===== config.mk =====
export PLATFORM = sky130hd
export DESIGN_NAME = vigenere_cipher_engine_top
export DESIGN_NICKNAME = d
export VERILOG_FILES = /design/src/hw/rtl/vce_pkg.sv /design/src/hw/rtl/vce_ram.sv /design/src/hw/rtl/vce_csr.sv /design/src/hw/rtl/vce_ctrl.sv /design/src/hw/rtl/vce_dp.sv /design/src/hw/rtl/vigenere_cipher_engine_top.sv
export SDC_FILE = /design/constraint.sdc
export NUM_CORES = 1
export LEC_CHECK = 0
export BUFFER_PORTS_ARGS = -buffer_cell sky130_fd_sc_hd__buf_2
export CAP_MARGIN = 20
export CORE_ASPECT_RATIO = 0.7
export CORE_MARGIN = 2
export CORE_UTILIZATION = 35
export CTS_CLUSTER_DIAMETER = 80
export CTS_CLUSTER_SIZE = 40
export DETAILED_ROUTE_END_ITERATION = 7
export GPL_ROUTABILITY_DRIVEN = 0
export PLACE_DENSITY = 0.61
export SLEW_MARGIN = 20
export SYNTH_ARGS = -nofsm -noshare
export SYNTH_HDL_FRONTEND = slang
export SYNTH_SLANG_ARGS = --single-unit
export TNS_END_PERCENT = 30

===== constraint.sdc =====
create_clock -name clock -period 6.6 [get_ports clock]
set_clock_uncertainty 0.2 [all_clocks]
set_input_delay 1.32 -clock clock [delete_from_list [all_inputs] [get_ports clock]]
set_output_delay 1.32 -clock clock [all_outputs]
set_load 0.02 [all_outputs]

===== src/hw/rtl/vce_pkg.sv =====
`default_nettype none

package vce_pkg;

   localparam int ALPHABET_DEPTH_DEFAULT = 64;
   localparam int KEY_DEPTH_DEFAULT      = 32;

   localparam int CSR_ADDR_W = 4;
   localparam int CSR_DATA_W = 32;

   localparam logic [6:0] ALPHABET_LEN_RESET = 7'd26;
   localparam logic [5:0] KEY_LEN_RESET      = 6'd1;
   localparam logic       DECRYPT_RESET      = 1'b0;

   // Register indexes on the configuration port.
   localparam logic [1:0] REG_ALPHABET_LEN = 2'd0;
   localparam logic [1:0] REG_KEY_LEN      = 2'd1;
   localparam logic [1:0] REG_DECRYPT_MODE = 2'd2;

   // Operation codes of an input word.
   localparam logic [1:0] OP_LOAD_ALPHABET = 2'd0;
   localparam logic [1:0] OP_LOAD_KEY      = 2'd1;
   localparam logic [1:0] OP_MESSAGE       = 2'd2;

   typedef enum logic [4:0] {
      ST_IDLE = 5'b00001,
      ST_KEY  = 5'b00010,
      ST_SCAN = 5'b00100,
      ST_CALC = 5'b01000,
      ST_READ = 5'b10000
   } vce_state_type;

   typedef struct packed {
      logic write_alphabet;
      logic write_key;
      logic accept_message;
      logic scan_start;
      logic scan_step;
      logic calc;
      logic load_out;
   } vce_cmd_type;

   typedef struct packed {
      logic scan_last;
      logic out_free;
   } vce_status_type;

   typedef struct packed {
      logic [6:0] alphabet_len;
      logic [5:0] key_len;
      logic       decrypt_mode;
   } vce_cfg_type;

endpackage

`default_nettype wire


===== src/hw/rtl/vce_ram.sv =====
`default_nettype none

module vce_ram #(
   parameter int WIDTH = 8,
   parameter int DEPTH = 64
) (
   input  wire logic                                   clock,
   input  wire logic                                   wr_en,
   input  wire logic [((DEPTH > 1) ? $clog2(DEPTH) : 1)-1:0] wr_addr,
   input  wire logic [WIDTH-1:0]                       wr_data,
   input  wire logic                                   rd_en,
   input  wire logic [((DEPTH > 1) ? $clog2(DEPTH) : 1)-1:0] rd_addr,
   output logic [WIDTH-1:0]                            rd_data
);

   logic [WIDTH-1:0] mem_ff [DEPTH];
   logic [WIDTH-1:0] rd_data_ff;

   always_ff @(posedge clock) begin
      if (wr_en) begin
         mem_ff[wr_addr] <= wr_data;
      end
      if (rd_en) begin
         rd_data_ff <= mem_ff[rd_addr];
      end
   end

   assign rd_data = rd_data_ff;

endmodule

`default_nettype wire


===== src/hw/rtl/vce_csr.sv =====
`default_nettype none

module vce_csr (
   input  wire logic                              clock,
   input  wire logic                              reset,
   input  wire logic                              psel,
   input  wire logic                              penable,
   input  wire logic                              pwrite,
   input  wire logic [vce_pkg::CSR_ADDR_W-1:0]    paddr,
   input  wire logic [vce_pkg::CSR_DATA_W-1:0]    pwdata,
   output logic      [vce_pkg::CSR_DATA_W-1:0]    prdata,
   output logic                                   pready,
   output vce_pkg::vce_cfg_type                   cfg
);

   import vce_pkg::*;

   vce_cfg_type cfg_ff;
   logic [1:0]  reg_index;
   logic        write_en;

   assign reg_index = paddr[3:2];
   assign write_en  = psel && penable && pwrite && pready;
   assign pready    = 1'b1;

   always_ff @(posedge clock) begin
      if (reset) begin
         cfg_ff.alphabet_len <= ALPHABET_LEN_RESET;
         cfg_ff.key_len      <= KEY_LEN_RESET;
         cfg_ff.decrypt_mode <= DECRYPT_RESET;
      end else if (write_en) begin
         case (reg_index)
            REG_ALPHABET_LEN: cfg_ff.alphabet_len <= pwdata[6:0];
            REG_KEY_LEN:      cfg_ff.key_len      <= pwdata[5:0];
            REG_DECRYPT_MODE: cfg_ff.decrypt_mode <= pwdata[0];
            default: begin
            end
         endcase
      end
   end

   always_comb begin
      case (reg_index)
         REG_ALPHABET_LEN: prdata = CSR_DATA_W'(cfg_ff.alphabet_len);
         REG_KEY_LEN:      prdata = CSR_DATA_W'(cfg_ff.key_len);
         REG_DECRYPT_MODE: prdata = CSR_DATA_W'(cfg_ff.decrypt_mode);
         default:          prdata = '0;
      endcase
   end

   assign cfg = cfg_ff;

endmodule

`default_nettype wire


===== src/hw/rtl/vce_ctrl.sv =====
`default_nettype none

module vce_ctrl (
   input  wire logic                   clock,
   input  wire logic                   reset,
   input  wire logic                   req_valid,
   input  wire logic [1:0]             req_op,
   output logic                        req_stall,
   input  wire vce_pkg::vce_status_type sts,
   output vce_pkg::vce_cmd_type        cmd
);

   import vce_pkg::*;

   vce_state_type state_ff;
   vce_state_type state_in;

   always_ff @(posedge clock) begin
      if (reset) begin
         state_ff <= ST_IDLE;
      end else begin
         state_ff <= state_in;
      end
   end

   always_comb begin
      cmd      = '0;
      state_in = state_ff;
      case (state_ff)
         ST_IDLE: begin
            if (req_valid) begin
               case (req_op)
                  OP_LOAD_ALPHABET: cmd.write_alphabet = 1'b1;
                  OP_LOAD_KEY:      cmd.write_key      = 1'b1;
                  OP_MESSAGE: begin
                     cmd.accept_message = 1'b1;
                     state_in           = ST_KEY;
                  end
                  default: begin
                  end
               endcase
            end
         end
         ST_KEY: begin
            cmd.scan_start = 1'b1;
            state_in       = ST_SCAN;
         end
         ST_SCAN: begin
            cmd.scan_step = 1'b1;
            if (sts.scan_last) begin
               state_in = ST_CALC;
            end
         end
         ST_CALC: begin
            cmd.calc = 1'b1;
            state_in = ST_READ;
         end
         ST_READ: begin
            // The result waits here until the output register can take it.
            if (sts.out_free) begin
               cmd.load_out = 1'b1;
               state_in     = ST_IDLE;
            end
         end
         default: state_in = ST_IDLE;
      endcase
   end

   assign req_stall = (state_ff != ST_IDLE);

`ifndef SYNTHESIS
   a_load_needs_room: assert property (@(posedge clock) disable iff (reset)
      cmd.load_out |-> sts.out_free)
      else $error("result loaded while the output register is occupied");

   a_message_starts_scan: assert property (@(posedge clock) disable iff (reset)
      cmd.accept_message |=> (state_ff == ST_KEY) ##1 (state_ff == ST_SCAN))
      else $error("message word did not start a key read and scan");
`endif

endmodule

`default_nettype wire


===== src/hw/rtl/vce_dp.sv =====
`default_nettype none

module vce_dp #(
   parameter int ALPHABET_DEPTH = vce_pkg::ALPHABET_DEPTH_DEFAULT,
   parameter int KEY_DEPTH      = vce_pkg::KEY_DEPTH_DEFAULT
) (
   input  wire logic                    clock,
   input  wire logic                    reset,
   input  wire vce_pkg::vce_cmd_type    cmd,
   input  wire vce_pkg::vce_cfg_type    cfg,
   input  wire logic [5:0]              req_slot,
   input  wire logic [7:0]              req_char_in,
   input  wire logic                    req_first,
   output vce_pkg::vce_status_type      sts,
   output logic                         rsp_valid,
   input  wire logic                    rsp_stall,
   output logic [7:0]                   rsp_char_out,
   output logic                         rsp_not_found
);

   import vce_pkg::*;

   localparam int AW  = $clog2(ALPHABET_DEPTH);
   localparam int NW  = AW + 1;
   localparam int KW  = (KEY_DEPTH > 1) ? $clog2(KEY_DEPTH) : 1;
   localparam int KNW = KW + 1;

   // Effective lengths after clamping to 1..depth.
   logic [NW-1:0]  alph_n;
   logic [KNW-1:0] key_n;

   always_comb begin
      if (cfg.alphabet_len == '0) begin
         alph_n = NW'(1);
      end else if (32'(cfg.alphabet_len) > ALPHABET_DEPTH) begin
         alph_n = NW'(ALPHABET_DEPTH);
      end else begin
         alph_n = NW'(cfg.alphabet_len);
      end
      if (cfg.key_len == '0) begin
         key_n = KNW'(1);
      end else if (32'(cfg.key_len) > KEY_DEPTH) begin
         key_n = KNW'(KEY_DEPTH);
      end else begin
         key_n = KNW'(cfg.key_len);
      end
   end

   // Key position.
   logic [KW-1:0]  key_pos_ff;
   logic [KW-1:0]  key_pos_in;
   logic [KW-1:0]  pos_cur;
   logic [KNW-1:0] pos_next_wide;

   always_comb begin
      if (req_first || (KNW'(key_pos_ff) >= key_n)) begin
         pos_cur = '0;
      end else begin
         pos_cur = key_pos_ff;
      end
      pos_next_wide = KNW'(pos_cur) + KNW'(1);
      key_pos_in    = (pos_next_wide >= key_n) ? '0 : pos_next_wide[KW-1:0];
   end

   always_ff @(posedge clock) begin
      if (reset) begin
         key_pos_ff <= '0;
      end else if (cmd.accept_message) begin
         key_pos_ff <= key_pos_in;
      end
   end

   // Key store.
   logic       key_wr_en;
   logic [7:0] key_rd_data;

   assign key_wr_en = cmd.write_key && (32'(req_slot) < KEY_DEPTH);

   vce_ram #(
      .WIDTH(8),
      .DEPTH(KEY_DEPTH)
   ) u_key_ram (
      .clock   (clock),
      .wr_en   (key_wr_en),
      .wr_addr (KW'(req_slot)),
      .wr_data (req_char_in),
      .rd_en   (cmd.accept_message),
      .rd_addr (pos_cur),
      .rd_data (key_rd_data)
   );

   // Alphabet table.
   logic          alph_wr_en;
   logic          alph_rd_en;
   logic [AW-1:0] alph_rd_addr;
   logic [7:0]    alph_rd_data;

   assign alph_wr_en = cmd.write_alphabet && (32'(req_slot) < ALPHABET_DEPTH);

   vce_ram #(
      .WIDTH(8),
      .DEPTH(ALPHABET_DEPTH)
   ) u_alph_ram (
      .clock   (clock),
      .wr_en   (alph_wr_en),
      .wr_addr (AW'(req_slot)),
      .wr_data (req_char_in),
      .rd_en   (alph_rd_en),
      .rd_addr (alph_rd_addr),
      .rd_data (alph_rd_data)
   );

   // Scan and result registers.
   logic [7:0]    msg_char_ff;
   logic [AW-1:0] scan_idx_ff;
   logic [AW-1:0] scan_idx_in;
   logic [NW-1:0] scan_next_wide;
   logic          msg_hit_ff, msg_hit_in;
   logic          key_hit_ff, key_hit_in;
   logic [AW-1:0] msg_idx_ff, msg_idx_in;
   logic [AW-1:0] key_idx_ff, key_idx_in;
   logic [NW-1:0] sum;
   logic [NW-1:0] sum_mod;
   logic [AW-1:0] res_idx;
   logic          both_hit;

   assign scan_next_wide = NW'(scan_idx_ff) + NW'(1);

   // Both indexes are below n, so one conditional subtract brings the sum into range.
   always_comb begin
      if (cfg.decrypt_mode) begin
         sum = NW'(msg_idx_ff) + alph_n - NW'(key_idx_ff);
      end else begin
         sum = NW'(msg_idx_ff) + NW'(key_idx_ff);
      end
      sum_mod = (sum >= alph_n) ? (sum - alph_n) : sum;
      res_idx = sum_mod[AW-1:0];
   end

   always_comb begin
      alph_rd_en   = 1'b0;
      alph_rd_addr = '0;
      scan_idx_in  = scan_idx_ff;
      msg_hit_in   = msg_hit_ff;
      key_hit_in   = key_hit_ff;
      msg_idx_in   = msg_idx_ff;
      key_idx_in   = key_idx_ff;
      if (cmd.scan_start) begin
         alph_rd_en  = 1'b1;
         scan_idx_in = '0;
         msg_hit_in  = 1'b0;
         key_hit_in  = 1'b0;
      end else if (cmd.scan_step) begin
         // Scanning upward, a later match replaces an earlier one.
         if (alph_rd_data == msg_char_ff) begin
            msg_hit_in = 1'b1;
            msg_idx_in = scan_idx_ff;
         end
         if (alph_rd_data == key_rd_data) begin
            key_hit_in = 1'b1;
            key_idx_in = scan_idx_ff;
         end
         alph_rd_en   = !sts.scan_last;
         alph_rd_addr = scan_next_wide[AW-1:0];
         scan_idx_in  = scan_next_wide[AW-1:0];
      end else if (cmd.calc) begin
         alph_rd_en   = 1'b1;
         alph_rd_addr = res_idx;
      end
   end

   always_ff @(posedge clock) begin
      if (cmd.accept_message) begin
         msg_char_ff <= req_char_in;
      end
      scan_idx_ff <= scan_idx_in;
      msg_hit_ff  <= msg_hit_in;
      key_hit_ff  <= key_hit_in;
      msg_idx_ff  <= msg_idx_in;
      key_idx_ff  <= key_idx_in;
   end

   // Output register.
   logic       rsp_valid_ff;
   logic [7:0] rsp_char_ff;
   logic       rsp_nf_ff;

   assign both_hit = msg_hit_ff && key_hit_ff;

   always_ff @(posedge clock) begin
      if (reset) begin
         rsp_valid_ff <= 1'b0;
      end else if (cmd.load_out) begin
         rsp_valid_ff <= 1'b1;
      end else if (!rsp_stall) begin
         rsp_valid_ff <= 1'b0;
      end
   end

   always_ff @(posedge clock) begin
      if (cmd.load_out) begin
         rsp_char_ff <= both_hit ? alph_rd_data : msg_char_ff;
         rsp_nf_ff   <= !both_hit;
      end
   end

   assign rsp_valid     = rsp_valid_ff;
   assign rsp_char_out  = rsp_char_ff;
   assign rsp_not_found = rsp_nf_ff;

   assign sts.scan_last = (scan_next_wide >= alph_n);
   assign sts.out_free  = !rsp_valid_ff || !rsp_stall;

`ifndef SYNTHESIS
   a_scan_in_range: assert property (@(posedge clock) disable iff (reset)
      cmd.scan_step |-> (NW'(scan_idx_ff) < alph_n))
      else $error("alphabet scan ran past the alphabet length");

   a_result_in_range: assert property (@(posedge clock) disable iff (reset)
      (cmd.calc && both_hit) |-> (sum_mod < alph_n))
      else $error("cipher index not reduced below the alphabet length");

   a_match_in_range: assert property (@(posedge clock) disable iff (reset)
      (cmd.calc && msg_hit_ff) |-> (NW'(msg_idx_ff) < alph_n))
      else $error("message match index outside the alphabet");
`endif

endmodule

`default_nettype wire


===== src/hw/rtl/vigenere_cipher_engine_top.sv =====
// Vigenere cipher engine over a loadable alphabet.
// Input words arrive on req_* (valid/stall). req_op selects: load an alphabet
// entry at req_slot, load a key character at req_slot, or encipher/decipher
// the message character req_char_in (req_first restarts the key position).
// Load words produce no result and leave the input free. A message word gives
// one result word on rsp_* with the ciphered character, or the input
// character and rsp_not_found set when either it or the key character is
// not in the alphabet.
// After a message word is accepted, the key character is read and a scan reads
// the alphabet memory one entry per cycle over the effective alphabet length n,
// comparing each entry against the message and key characters. The cipher index
// is then computed and its entry read; the result waits for a free output
// register, and the input stays stalled until it is loaded and rsp_valid rises.
// Configuration registers (alphabet length, key length, decrypt mode) sit on
// the APB-style port and should be written while no message is in flight.
// Reset (synchronous, active high) clears the key position, the controller and
// the output valid, and restores the register defaults; the tables keep their
// contents and must be loaded before use. While rsp_stall is high the result
// word holds, and the engine may accept and work on one more word meanwhile.
`default_nettype none

module vigenere_cipher_engine_top #(
   parameter int ALPHABET_DEPTH = vce_pkg::ALPHABET_DEPTH_DEFAULT,
   parameter int KEY_DEPTH      = vce_pkg::KEY_DEPTH_DEFAULT
) (
   input  wire logic                            clock,
   input  wire logic                            reset,
   input  wire logic                            req_valid,
   output logic                                 req_stall,
   input  wire logic [1:0]                      req_op,
   input  wire logic [5:0]                      req_slot,
   input  wire logic [7:0]                      req_char_in,
   input  wire logic                            req_first,
   output logic                                 rsp_valid,
   input  wire logic                            rsp_stall,
   output logic [7:0]                           rsp_char_out,
   output logic                                 rsp_not_found,
   input  wire logic                            psel,
   input  wire logic                            penable,
   input  wire logic                            pwrite,
   input  wire logic [vce_pkg::CSR_ADDR_W-1:0]  paddr,
   input  wire logic [vce_pkg::CSR_DATA_W-1:0]  pwdata,
   output logic      [vce_pkg::CSR_DATA_W-1:0]  prdata,
   output logic                                 pready
);

   import vce_pkg::*;

   vce_cfg_type    cfg;
   vce_cmd_type    cmd;
   vce_status_type sts;

   vce_csr u_csr (
      .clock   (clock),
      .reset   (reset),
      .psel    (psel),
      .penable (penable),
      .pwrite  (pwrite),
      .paddr   (paddr),
      .pwdata  (pwdata),
      .prdata  (prdata),
      .pready  (pready),
      .cfg     (cfg)
   );

   vce_ctrl u_ctrl (
      .clock     (clock),
      .reset     (reset),
      .req_valid (req_valid),
      .req_op    (req_op),
      .req_stall (req_stall),
      .sts       (sts),
      .cmd       (cmd)
   );

   vce_dp #(
      .ALPHABET_DEPTH (ALPHABET_DEPTH),
      .KEY_DEPTH      (KEY_DEPTH)
   ) u_dp (
      .clock         (clock),
      .reset         (reset),
      .cmd           (cmd),
      .cfg           (cfg),
      .req_slot      (req_slot),
      .req_char_in   (req_char_in),
      .req_first     (req_first),
      .sts           (sts),
      .rsp_valid     (rsp_valid),
      .rsp_stall     (rsp_stall),
      .rsp_char_out  (rsp_char_out),
      .rsp_not_found (rsp_not_found)
   );

endmodule

`default_nettype wire


* Yosys cells after proc, flatten, opt, wreduce, memory -nomap -nowiden *
Memories as Yosys holds them, arrays and structs flattened. A register that Yosys moved wholly into a read port is not among the register bits.
Index checks and enable logic that the tools add are counted.

storage, ports and cells
  bits in registers = 62
  memory bits (writable) = 768
  input bits = 60
  output and inout bits = 44
  logic and storage cells = 106
  memories kept = 2

operators by class
  add/subtract/negate cells = 6
  magnitude comparators = 7
  eq/ne operators = 17
  multiplexer cells = 37
  bitwise logic cells = 1
  reductions and logical operators = 22

memory list
  name                    words  bits a word  rd ports  clocked after memory_dff  wr ports  line           RTL
  u_dp.u_alph_ram.mem_ff  64     8            1         1                         1         vce_ram.sv:16  logic [WIDTH-1:0] mem_ff [DEPTH];
  u_dp.u_key_ram.mem_ff   32     8            1         1                         1         vce_ram.sv:16

operators by type and width
  cell                   number
  $mux W6                6
  $mux W5                6
  $pmux W5 S5            1
  $mux W7                3
  $pmux W7 S3            1
  $mux W1                17
  $eq A8 B8 Y1           2
  $ge A7 B7 Y1           2
  $reduce_and A2 Y1      5
  $mux W8                1
  $add A6 B1 Y7 const B  1
  $add A6 B6 Y7          1
  $add A6 B7 Y7          1
  $gt A7 B7 Y1 const B   1
  $logic_not A7 Y1       1
  $sub A7 B6 Y7          1
  $add A5 B1 Y6 const B  1
  $ge A5 B6 Y1           1
  $ge A6 B6 Y1           1
  $gt A6 B6 Y1 const B   1
  $logic_not A6 Y1       1
  $lt A6 B6 Y1 const B   1
  $mux W3                2
  $ne A2 B2 Y1 const B   3
  17 further kinds       29

* Depth between registers and ports, before layout *
Gate-level depths: netlist of run 1.

  depth in word-level cells = 11
  depth in mapped cells = 31

* Modules after synthesis *
Synthesis of run 1 repeated with hierarchy kept, for this count alone.

unflattened totals
  cells, all modules = 1864
  area total of the unflattened synthesis = 35251.3 sq um

modules (own cells, without submodules)
  module                     instances  cells an instance  area each (sq um)  seq. area each (sq um)
  vce_ram (u_dp.u_alph_ram)  1          940                20246.9            15615.0
  vce_ram (u_dp.u_key_ram)   1          417                10133.5            7927.6
  vce_dp                     1          365                3547.2             1151.1
  vce_csr                    1          104                953.4              280.3
  vce_ctrl                   1          38                 370.4              100.1

* Worst setup path after synthesis of run 1 *
No wires, ideal clock.

  kind = flip-flop to flip-flop
  from = reg u_csr.cfg_ff, in the netlist u_csr.cfg[12]
  to = reg u_dp.u_alph_ram.rd_data_ff[2], in the netlist u_dp.u_alph_ram.rd_data[2] (read register of u_dp.u_alph_ram.mem_ff), data pin
  arrival = 5.257 ns
  data required time = 6.144 ns
  path slack = 0.887 ns
  stages on the path, launching flop included = 31
  path buffers = 4
  period minus slack after synthesis = 5.713 ns
  cell sequence = dfxtp_1 or4_1 nor2_1 o21a_1 inv_1 ha_1 inv_1 ha_1 inv_1 fa_1 nor2b_1 o21ai_1 nand2_1 a21o_1 a21oi_1 xnor2_1 a21oi_1 ha_1 a21oi_1 o21ai_0 a21oi_2 mux2i_1 and2_1 buf_2 buf_2 clkbuf_1 clkbuf_1 nand3_1 nand3_1 o2111ai_1 and4_1

on the way
  word-level cells in the longest chain between the ends = 11

RTL lines
  what                                           line           RTL
  start: declaration                             vce_csr.sv:18  vce_cfg_type cfg_ff;
  $gt A7 B7 Y1                                   vce_dp.sv:35   end else if (32'(cfg.alphabet_len) > ALPHABET_DEPTH) begin
  $mux W7                                        vce_dp.sv:35
  $mux W7 *                                      vce_dp.sv:33   if (cfg.alphabet_len == '0) begin
  $add A6 B7 Y7                                  vce_dp.sv:132  sum = NW'(msg_idx_ff) + alph_n - NW'(key_idx_ff);
  $sub A7 B6 Y7                                  vce_dp.sv:132
  $mux W7                                        vce_dp.sv:131  if (cfg.decrypt_mode) begin
  $sub A6 B6 Y6 or $ge A7 B7 Y1 (tied branches)  vce_dp.sv:136  sum_mod = (sum >= alph_n) ? (sum - alph_n) : sum;
  $mux W6                                        vce_dp.sv:136
  $mux W6                                        vce_dp.sv:166  end else if (cmd.calc) begin
  $mux W6                                        vce_dp.sv:153  end else if (cmd.scan_step) begin
  $mux W6                                        vce_dp.sv:148  if (cmd.scan_start) begin
  end: declaration                               vce_ram.sv:17  logic [WIDTH-1:0] rd_data_ff;

Every way passes the cells marked *; elsewhere a longest branch is shown, timed or not.
A chain may end at the register's enable or synchronous reset.

* Worst setup path after layout of run 1 *
  from = reg u_csr.cfg_ff, in the netlist u_csr.cfg[12]
  to = reg u_dp.u_alph_ram.rd_data_ff[6], in the netlist u_dp.u_alph_ram.rd_data[6] (read register of u_dp.u_alph_ram.mem_ff), data pin

Same word-level chain as after synthesis.

==> results.ini, run 1 <==
[status]
run_status=finished, final reports clean

[worst_setup_path]
critical_path_arrival_ns=6.53
critical_path.max_stage_delay_ns=0.56
timing.critical_path.max_delay_family=compound AO/OA/AOI/OAI gates
worst_setup_path_type=reg2reg
crit_slowest_cell=a2111o_2
startpoint_class_of_the_critical_path=register
cp_num_cells=28
timing.critical_path.fanout_max=16
worst-r2r-cell-count=28
critPathBufInv=7
required_ns=6.75
setup.worst_path.end_class=register

[timing]
max_clock_freq_mhz=157
number_of_max_slew_violations_in_the_final_report=0
period_minus_slack_ns=6.38
tightest_slew_ns=1.10
period_share_pct=96.6
slew_headroom_pct=26.3
finalSetupTns_ns=0
finalHoldViolCount=0
fin_worst_hold_slack_ns=0.271
setup-violations-final=0

[final_layout]
drive_gt1_share_pct=15.1
antennaDiodeCount=0
final_core_utilization_pct=40.0
layout.filler_cells=9377
fin_nets=2876
area_delta_synth_final_pct=12.9
layout.cells.non_filler=4113

[detailed_routing]
drt_pre_antenna_iters=5
routed_wire_length_per_instance_um=23.0
wl_um=94400
drt-vias-per-instance=5.31
number_of_vias_after_detailed_routing=21848
drt-initial-drc-count=2782
drc=0
final_antenna_net_count=0

[placed_design]
place.port_buffers=50
dpl.hpwl_um=62700
numPlacedInstances=4046

[hold_path]
min_path_type=reg2reg
timing.hold.worst_path_depth=1

[power_and_ir_drop]
vdd_ir_drop_max_mv=0.205
power.density_mw_per_mm2=217
power.leakage_nw=13.3

[die]
dieArea_mm2=0.104
coreArea_mm2=0.100
start_util_pct=35.4
width_of_the_chip_um=385
placementRows=97
die_extent_in_y_um=270
design.portCount=104

[global_routing]
groute.usage.overall_pct=17.2
maximum_number_of_pins_on_one_net_before_global_route_repair=75
global_route_wire_length_before_repair_um=134000
grt_remaining_overflow=0
antenna_found_initial=4
grt_pass1_vias=20067

[cts]
later_pin_clock_latency_in_the_skew_report_ns=0.68
cts_tree=yes
clk_path_buf_depth=3
holdBufCountCts=0
cts_root_buffer=clkbuf_16
cts_buffers=27
clkTransAtPathRegs_ns=0.13
clock_tree.htree_level_count=1
cts.sink_count=846

[yosys]
yosysUniqueCellTypes=73
synth.top_cell.area_share_pct=68.8
syn_inst=2626
synth-seq-area-share_pct=70.7
yosys.area.top_type=edfxtp_1
yosysWarningCount=0
synth_enable_flop_cells=813
async_flop_share_pct=0
yosys_most_used_dff=edfxtp_1
ys_ff_latch=846
netlist_top_cells_area=edfxtp_1 69%, nand2_1 5.2%, mux2i_1 3.1%, nor2_1 2.0%, a21oi_1 1.9%
avg_cell_area_syn_um2=13.5
synth_area_mm2=0.0355

[flow_run]
cap_viol_max_count=0

## sequential cells by signal, indices dropped and copies added, names as in the netlist
name and flops:
u_dp.msg_char_ff 8, u_dp.scan_idx_ff 6, u_csr.cfg 14, u_dp.msg_idx_ff 6
u_dp.u_key_ram.rd_data 8, u_dp.u_alph_ram.mem_ff 512, u_dp.u_alph_ram.rd_data 8, u_dp.msg_hit_ff 1
u_dp.key_hit_ff 1, u_dp.u_key_ram.mem_ff 256, u_dp.key_idx_ff 6, u_dp.key_pos_ff 5
u_ctrl.state_ff 5, u_dp.rsp_valid 1, u_dp.rsp_char_out 8, u_dp.rsp_not_found 1
## logic make-up (layout without fill, tap and decap cells)
logic type / Yosys count / after routing / share of synthesized area [%]
buf+inv: 214 / 340 / 2.82
simple gates: 913 / 913 / 11.3
flops: 846 / 846 / 70.7
compound gates: 425 / 426 / 8.05
fa+ha+maj: 53 / 53 / 2.04
mux: 142 / 142 / 4.37
xor+xnor: 31 / 31 / 0.765
other cells: 2 / 26 / 0.0212
## final cells by class
cell class | count | area [µm²] | share of cell area (%)
flip-flops and latches | 846 | 25100 | 62.6
multi-input cells | 1591 | 10000 | 25.0
repair buffers | 255 | 2250 | 5.61
well taps | 1336 | 1670 | 4.17
clock buffers | 31 | 701 | 1.75
clock inverters | 12 | 198 | 0.494
inverters | 42 | 158 | 0.394
## cell usage after synthesis (34+ instances only)
cell type / instances
nand2_1: 496
clkbuf_1: 82
inv_1: 40
and3_1: 49
mux2i_1: 110
nand3_1: 49
o21ai_0: 43
edfxtp_1: 813
buf_4: 34
ha_1: 45
a21oi_1: 133
buf_2: 39
nor2_1: 187
## power breakdown
part	leakage, nW	total (mW)	switching [mW]	internal, mW
clock	0.435	2.51	1.62	0.894
sequential	7.56	5.90	0.0114	5.89
combinational	5.29	0.271	0.211	0.0605
total	13.3	8.69	1.84	6.84
## per-layer routing
layer	track usage (%)	wire, µm	vias up
li1	-	-	10004
met1	27.2	44900	10872
met5	0.741	130	-
met3	4.50	9870	88
met4	3.01	1570	6
met2	23.4	38000	878
## worst reg2reg max path: cells and delay by family, from the launching register on
kind	cells	cell delay [ns]
simple gates	9	1.59
compound gates	8	1.96
fa+ha+maj	4	1.11
buf+inv	7	0.88
flops	1	0.34
## per-stage QoR
stage	worst slack [ns]	power, mW	area [µm²]
6_report	0.222	8.69	40100
5_1_grt	-0.0372	8.90	40100
3_5_place_dp	-0.192	6.29	38400
2_1_floorplan	0.887	6.14	35600
3_3_place_gp	-0.219	6.29	38300
4_1_cts	0.00388	8.71	39300
## what timing repair did
| action | CTS | global route |
|---|---|---|
| setup buffers | 0 | 19 |
| setup endpoints to repair | 6 | 8 |
| gates resized for setup | 8 | 77 |
| pin swaps | 0 | 18 |
| cloned | 0 | 5 |
## placed cells by master, fill, tap and decap left out, types with 40 or more instances in the layout
cell type  instances
mux2i_1          110
edfxtp_1         813
and3_1            45
nor2_1           182
inv_1             40
o21ai_0           42
nand2_1          493
buf_2             42
a21oi_1          126
buf_4            177
nand3_1           48
ha_1              44
## final timing paths
path | slack (ns) | endpoint | start
max reg2reg | 0.22 | u_dp.u_alph_ram.rd_data[6] | u_csr.cfg[12]
min reg2reg | 0.27 | u_dp.key_hit_ff | u_dp.key_hit_ff
max | 0.22 | u_dp.u_alph_ram.rd_data[6] | u_csr.cfg[12]
min | 0.27 | u_dp.key_hit_ff | u_dp.key_hit_ff
Power figures use the tool's default switching activity.
==> run 2, diff against run 1 <==
--- a/config.mk
+++ b/config.mk
@@ -12,9 +12,7 @@
 export CORE_UTILIZATION = 35
 export CTS_CLUSTER_DIAMETER = 80
-export CTS_CLUSTER_SIZE = 40
 export DETAILED_ROUTE_END_ITERATION = 7
 export GPL_ROUTABILITY_DRIVEN = 0
 export PLACE_DENSITY = 0.61
-export SLEW_MARGIN = 20
 export SYNTH_ARGS = -nofsm -noshare
 export SYNTH_HDL_FRONTEND = slang
==> constraint.sdc (replaced) <==
create_clock -name clock -period 6.6 [get_ports clock]
set_clock_uncertainty 0.2 [all_clocks]
set_input_delay 0.33 -clock clock [delete_from_list [all_inputs] [get_ports clock]]
set_output_delay 0.33 -clock clock [all_outputs]
set_load 0.02 [all_outputs]
==> run 2 against run 1 <==
Routed wire length is 0.55% higher. Total power grew 23%. Register-to-register slack improved by 0.17 ns. Worst setup slack improved by 0.17 ns. Maximum frequency rose by 2.7%. Critical path type unchanged. Clock-buffer cell count rose by 70. Combinational power rose by 2%. Non-clock buffer count rose by 11. Highest routed layer unchanged. First-iteration DRC count grew 0.32%. Core utilization increased by 1.5 points.
==> results.ini, run 2 (synthesis results as in run 1) <==
[final_layout]
most_flop_heavy_register=u_dp.u_alph_ram.mem_ff
max_ffs_per_register=512  ; unchanged
final_common_cell=edfxtp_1
fin_nets=2940  ; +2.2%
final_cell_mix=813 x edfxtp_1, 494 x nand2_1, 186 x nor2_1, 166 x buf_4, 127 x a21oi_1
layout.cells.non_filler=4225  ; +2.7%
final_core_utilization_pct=41.4  ; +1.5 points
drive_gt1_share_pct=15.7  ; +0.56 points
area_delta_synth_final_pct=17.1

[timing]
period_share_pct=94.1  ; -2.5 points
fin_worst_hold_slack_ns=0.0376  ; -0.234 ns
number_of_max_slew_violations_in_the_final_report=0  ; unchanged
tightest_slew_ns=1.08  ; -0.0178 ns
post-route-worst-setup-slack_ns=0.389  ; +0.167 ns
period_minus_slack_ns=6.21  ; -0.167 ns
grt_setup_unrepaired=no
max_clock_freq_mhz=161  ; +2.7%
finalHoldViolCount=0  ; unchanged
slew_headroom_pct=27.5  ; +1.2 points
setup-violations-final=0  ; unchanged

[power_and_ir_drop]
p_int_mw=8.42  ; +23%
power.clock.fraction_pct=42.0  ; +13 points
comb_power_share_pct=2.6  ; -0.5 points
power_switching_mw=2.25  ; +22%
vdd_ir_drop_max_mv=0.194  ; -5.3%
sw_frac_of_total_pct=21.1  ; -0.15 points
power.leakage_nw=14.0  ; +5.7%
power.density_mw_per_mm2=257  ; +18%
p_seq_share_pct=55.4  ; -13 points

[worst_setup_path]
worst-r2r-cell-count=31  ; +11%
timing.critical_path.max_delay_family=compound AO/OA/AOI/OAI gates
timing.critical_path.from=u_csr.cfg[12]
crit_end=u_dp.u_alph_ram.rd_data[5]
rr_endpoint=u_dp.u_alph_ram.rd_data[5]
setup.worst_path.end_class=register
worst_setup_path_type=reg2reg
cp_num_cells=31  ; +11%
critPathBufInv=8  ; +1
required_ns=6.77  ; +0.02 ns
timing.reg2reg.setup_slack_ns=0.39  ; +0.17 ns
crit_slowest_cell=or4_1
critical_path.max_stage_delay_ns=0.51  ; -0.05 ns
rr_startpoint=u_csr.cfg[12]
startpoint_class_of_the_critical_path=register
timing.critical_path.fanout_max=21  ; +5
critical_path_arrival_ns=6.38  ; -0.15 ns

[cts]
cts_tree=yes
clk_path_buf_depth=3  ; unchanged
cts_buffers=81  ; +200%
later_pin_clock_latency_in_the_skew_report_ns=0.64  ; -0.04 ns
cts.sink_count=846  ; unchanged
clock_tree.htree_level_count=3  ; +2
clkTransAtPathRegs_ns=0.06  ; -0.07 ns
cts_root_buffer=clkbuf_16

[placed_design]
setup_slack_placement_ns=0.0175  ; +0.210 ns
numPlacedInstances=4045  ; -0.025%
dpl.hpwl_um=62900  ; +0.33%
place.port_buffers=50  ; unchanged

[detailed_routing]
drt-initial-drc-count=2791  ; +0.32%
number_of_vias_after_detailed_routing=22474  ; +2.9%
drt-vias-per-instance=5.32  ; +0.14%
routed_wire_length_per_instance_um=22.5  ; -2.1%
final_antenna_net_count=0  ; unchanged
wl_um=94900  ; +0.55%
drt_pre_antenna_iters=5  ; unchanged
drc=0  ; unchanged

[global_routing]
grt_pass1_vias=20976  ; +4.5%
maximum_number_of_pins_on_one_net_before_global_route_repair=98  ; +31%
grt_remaining_overflow=0  ; unchanged
groute.usage.overall_pct=17.8  ; +0.63 points
global_route_wire_length_before_repair_um=139000  ; +3.6%
antenna_found_initial=5  ; +1

[die]
coreArea_mm2=0.100  ; unchanged
dieArea_mm2=0.104  ; unchanged
width_of_the_chip_um=385  ; unchanged
die_extent_in_y_um=270  ; unchanged
design.portCount=104  ; unchanged
placementRows=97  ; unchanged
start_util_pct=35.4  ; unchanged

[flow_run]
cap_viol_max_count=0  ; unchanged

[status]
run_status=finished, final reports clean

[hold_path]
min_path_type=in2reg

-- run 2: changes by cell type in the layout (fill, tap and decap cells not counted), sizes merged, moves of 3 or more --
cell / change
clkinv: +30
clkinvlp: +5
buf: -11
inv: -3
clkbuf: +67
dlygate4sd3: +25
-- run 2: through the flow --
stage | instance area [µm²] | setup TNS, ns | total power, mW
finish | 41500 | 0 | 10.7
global placement | 38300 | -0.000204 | 6.29
global route | 41500 | 0 | 11.0
detailed placement | 38300 | 0 | 6.29
CTS | 41100 | 0 | 10.7
floorplan | 35600 | 0 | 6.14
-- run 2: area by class of cell --
| type | instances | area (µm²) |
|---|---|---|
| clock buffer | 101 | 2240 |
| antenna | 1 | 2.50 |
| sequential | 846 | 25100 |
| multi-input combinational | 1590 | 9810 |
| tap | 1336 | 1670 |
| clock inverter | 43 | 287 |
| inverter | 42 | 158 |
| fill | 9180 | 58700 |
| timing repair buffer | 266 | 2290 |
-- run 2: worst reg2reg max path: cells and delay by family, from the launching register on --
kind / cells / cell delay [ns]
AO/OA/AOI/OAI: 11 / 2.12
AND/OR/NAND/NOR: 6 / 1.13
buffers and inverters: 8 / 0.98
adder cells (fa/ha/maj): 4 / 0.92
flip-flops: 1 / 0.31
multiplexers: 1 / 0.19
XOR/XNOR: 1 / 0.10
-- run 2: worst min path at each step --
stage,startpoint,end,slack (ns),cells after the start
final,req_char_in[7],u_dp.u_alph_ram.mem_ff[0][7],0.04,1
after global routing,req_char_in[7],u_dp.u_alph_ram.mem_ff[1][7],0.05,1
after CTS,paddr[2],u_csr.cfg[0],0.003,4
after detailed placement,u_dp.msg_hit_ff,u_dp.msg_hit_ff,0.25,1
after global placement,u_dp.msg_hit_ff,u_dp.msg_hit_ff,0.23,1
after floorplan,u_dp.msg_hit_ff,u_dp.msg_hit_ff,0.23,1
-- run 2: routing by layer --
metal  GRT usage, %  vias up  wire [µm]
met5              0        -         36
met4           4.21        8       1900
met3           4.22      121       9280
met2           23.4      903      38300
met1           28.8    11265      45400
li1               -    10177          -
-- run 2: timing repair --
| action | in CTS | in global routing |
|---|---|---|
| pin swaps | 0 | 10 |
| resized for setup | 2 | 61 |
| endpoints found under the setup margin | 2 | 8 |
| gates cloned | 0 | 1 |
| setup buffers | 0 | 6 |
| endpoints found under the hold margin | 150 | 0 |
| hold buffers | 25 | 0 |
-- run 2: power groups by stage --
stage	clock network [mW]	logic (mW)	registers, mW
after CTS	4.54	0.276	5.91
final	4.48	0.277	5.91
after global routing	4.75	0.298	5.91
after floorplan	0	0.119	6.02
after detailed placement	0	0.266	6.02
after global placement	0	0.263	6.02
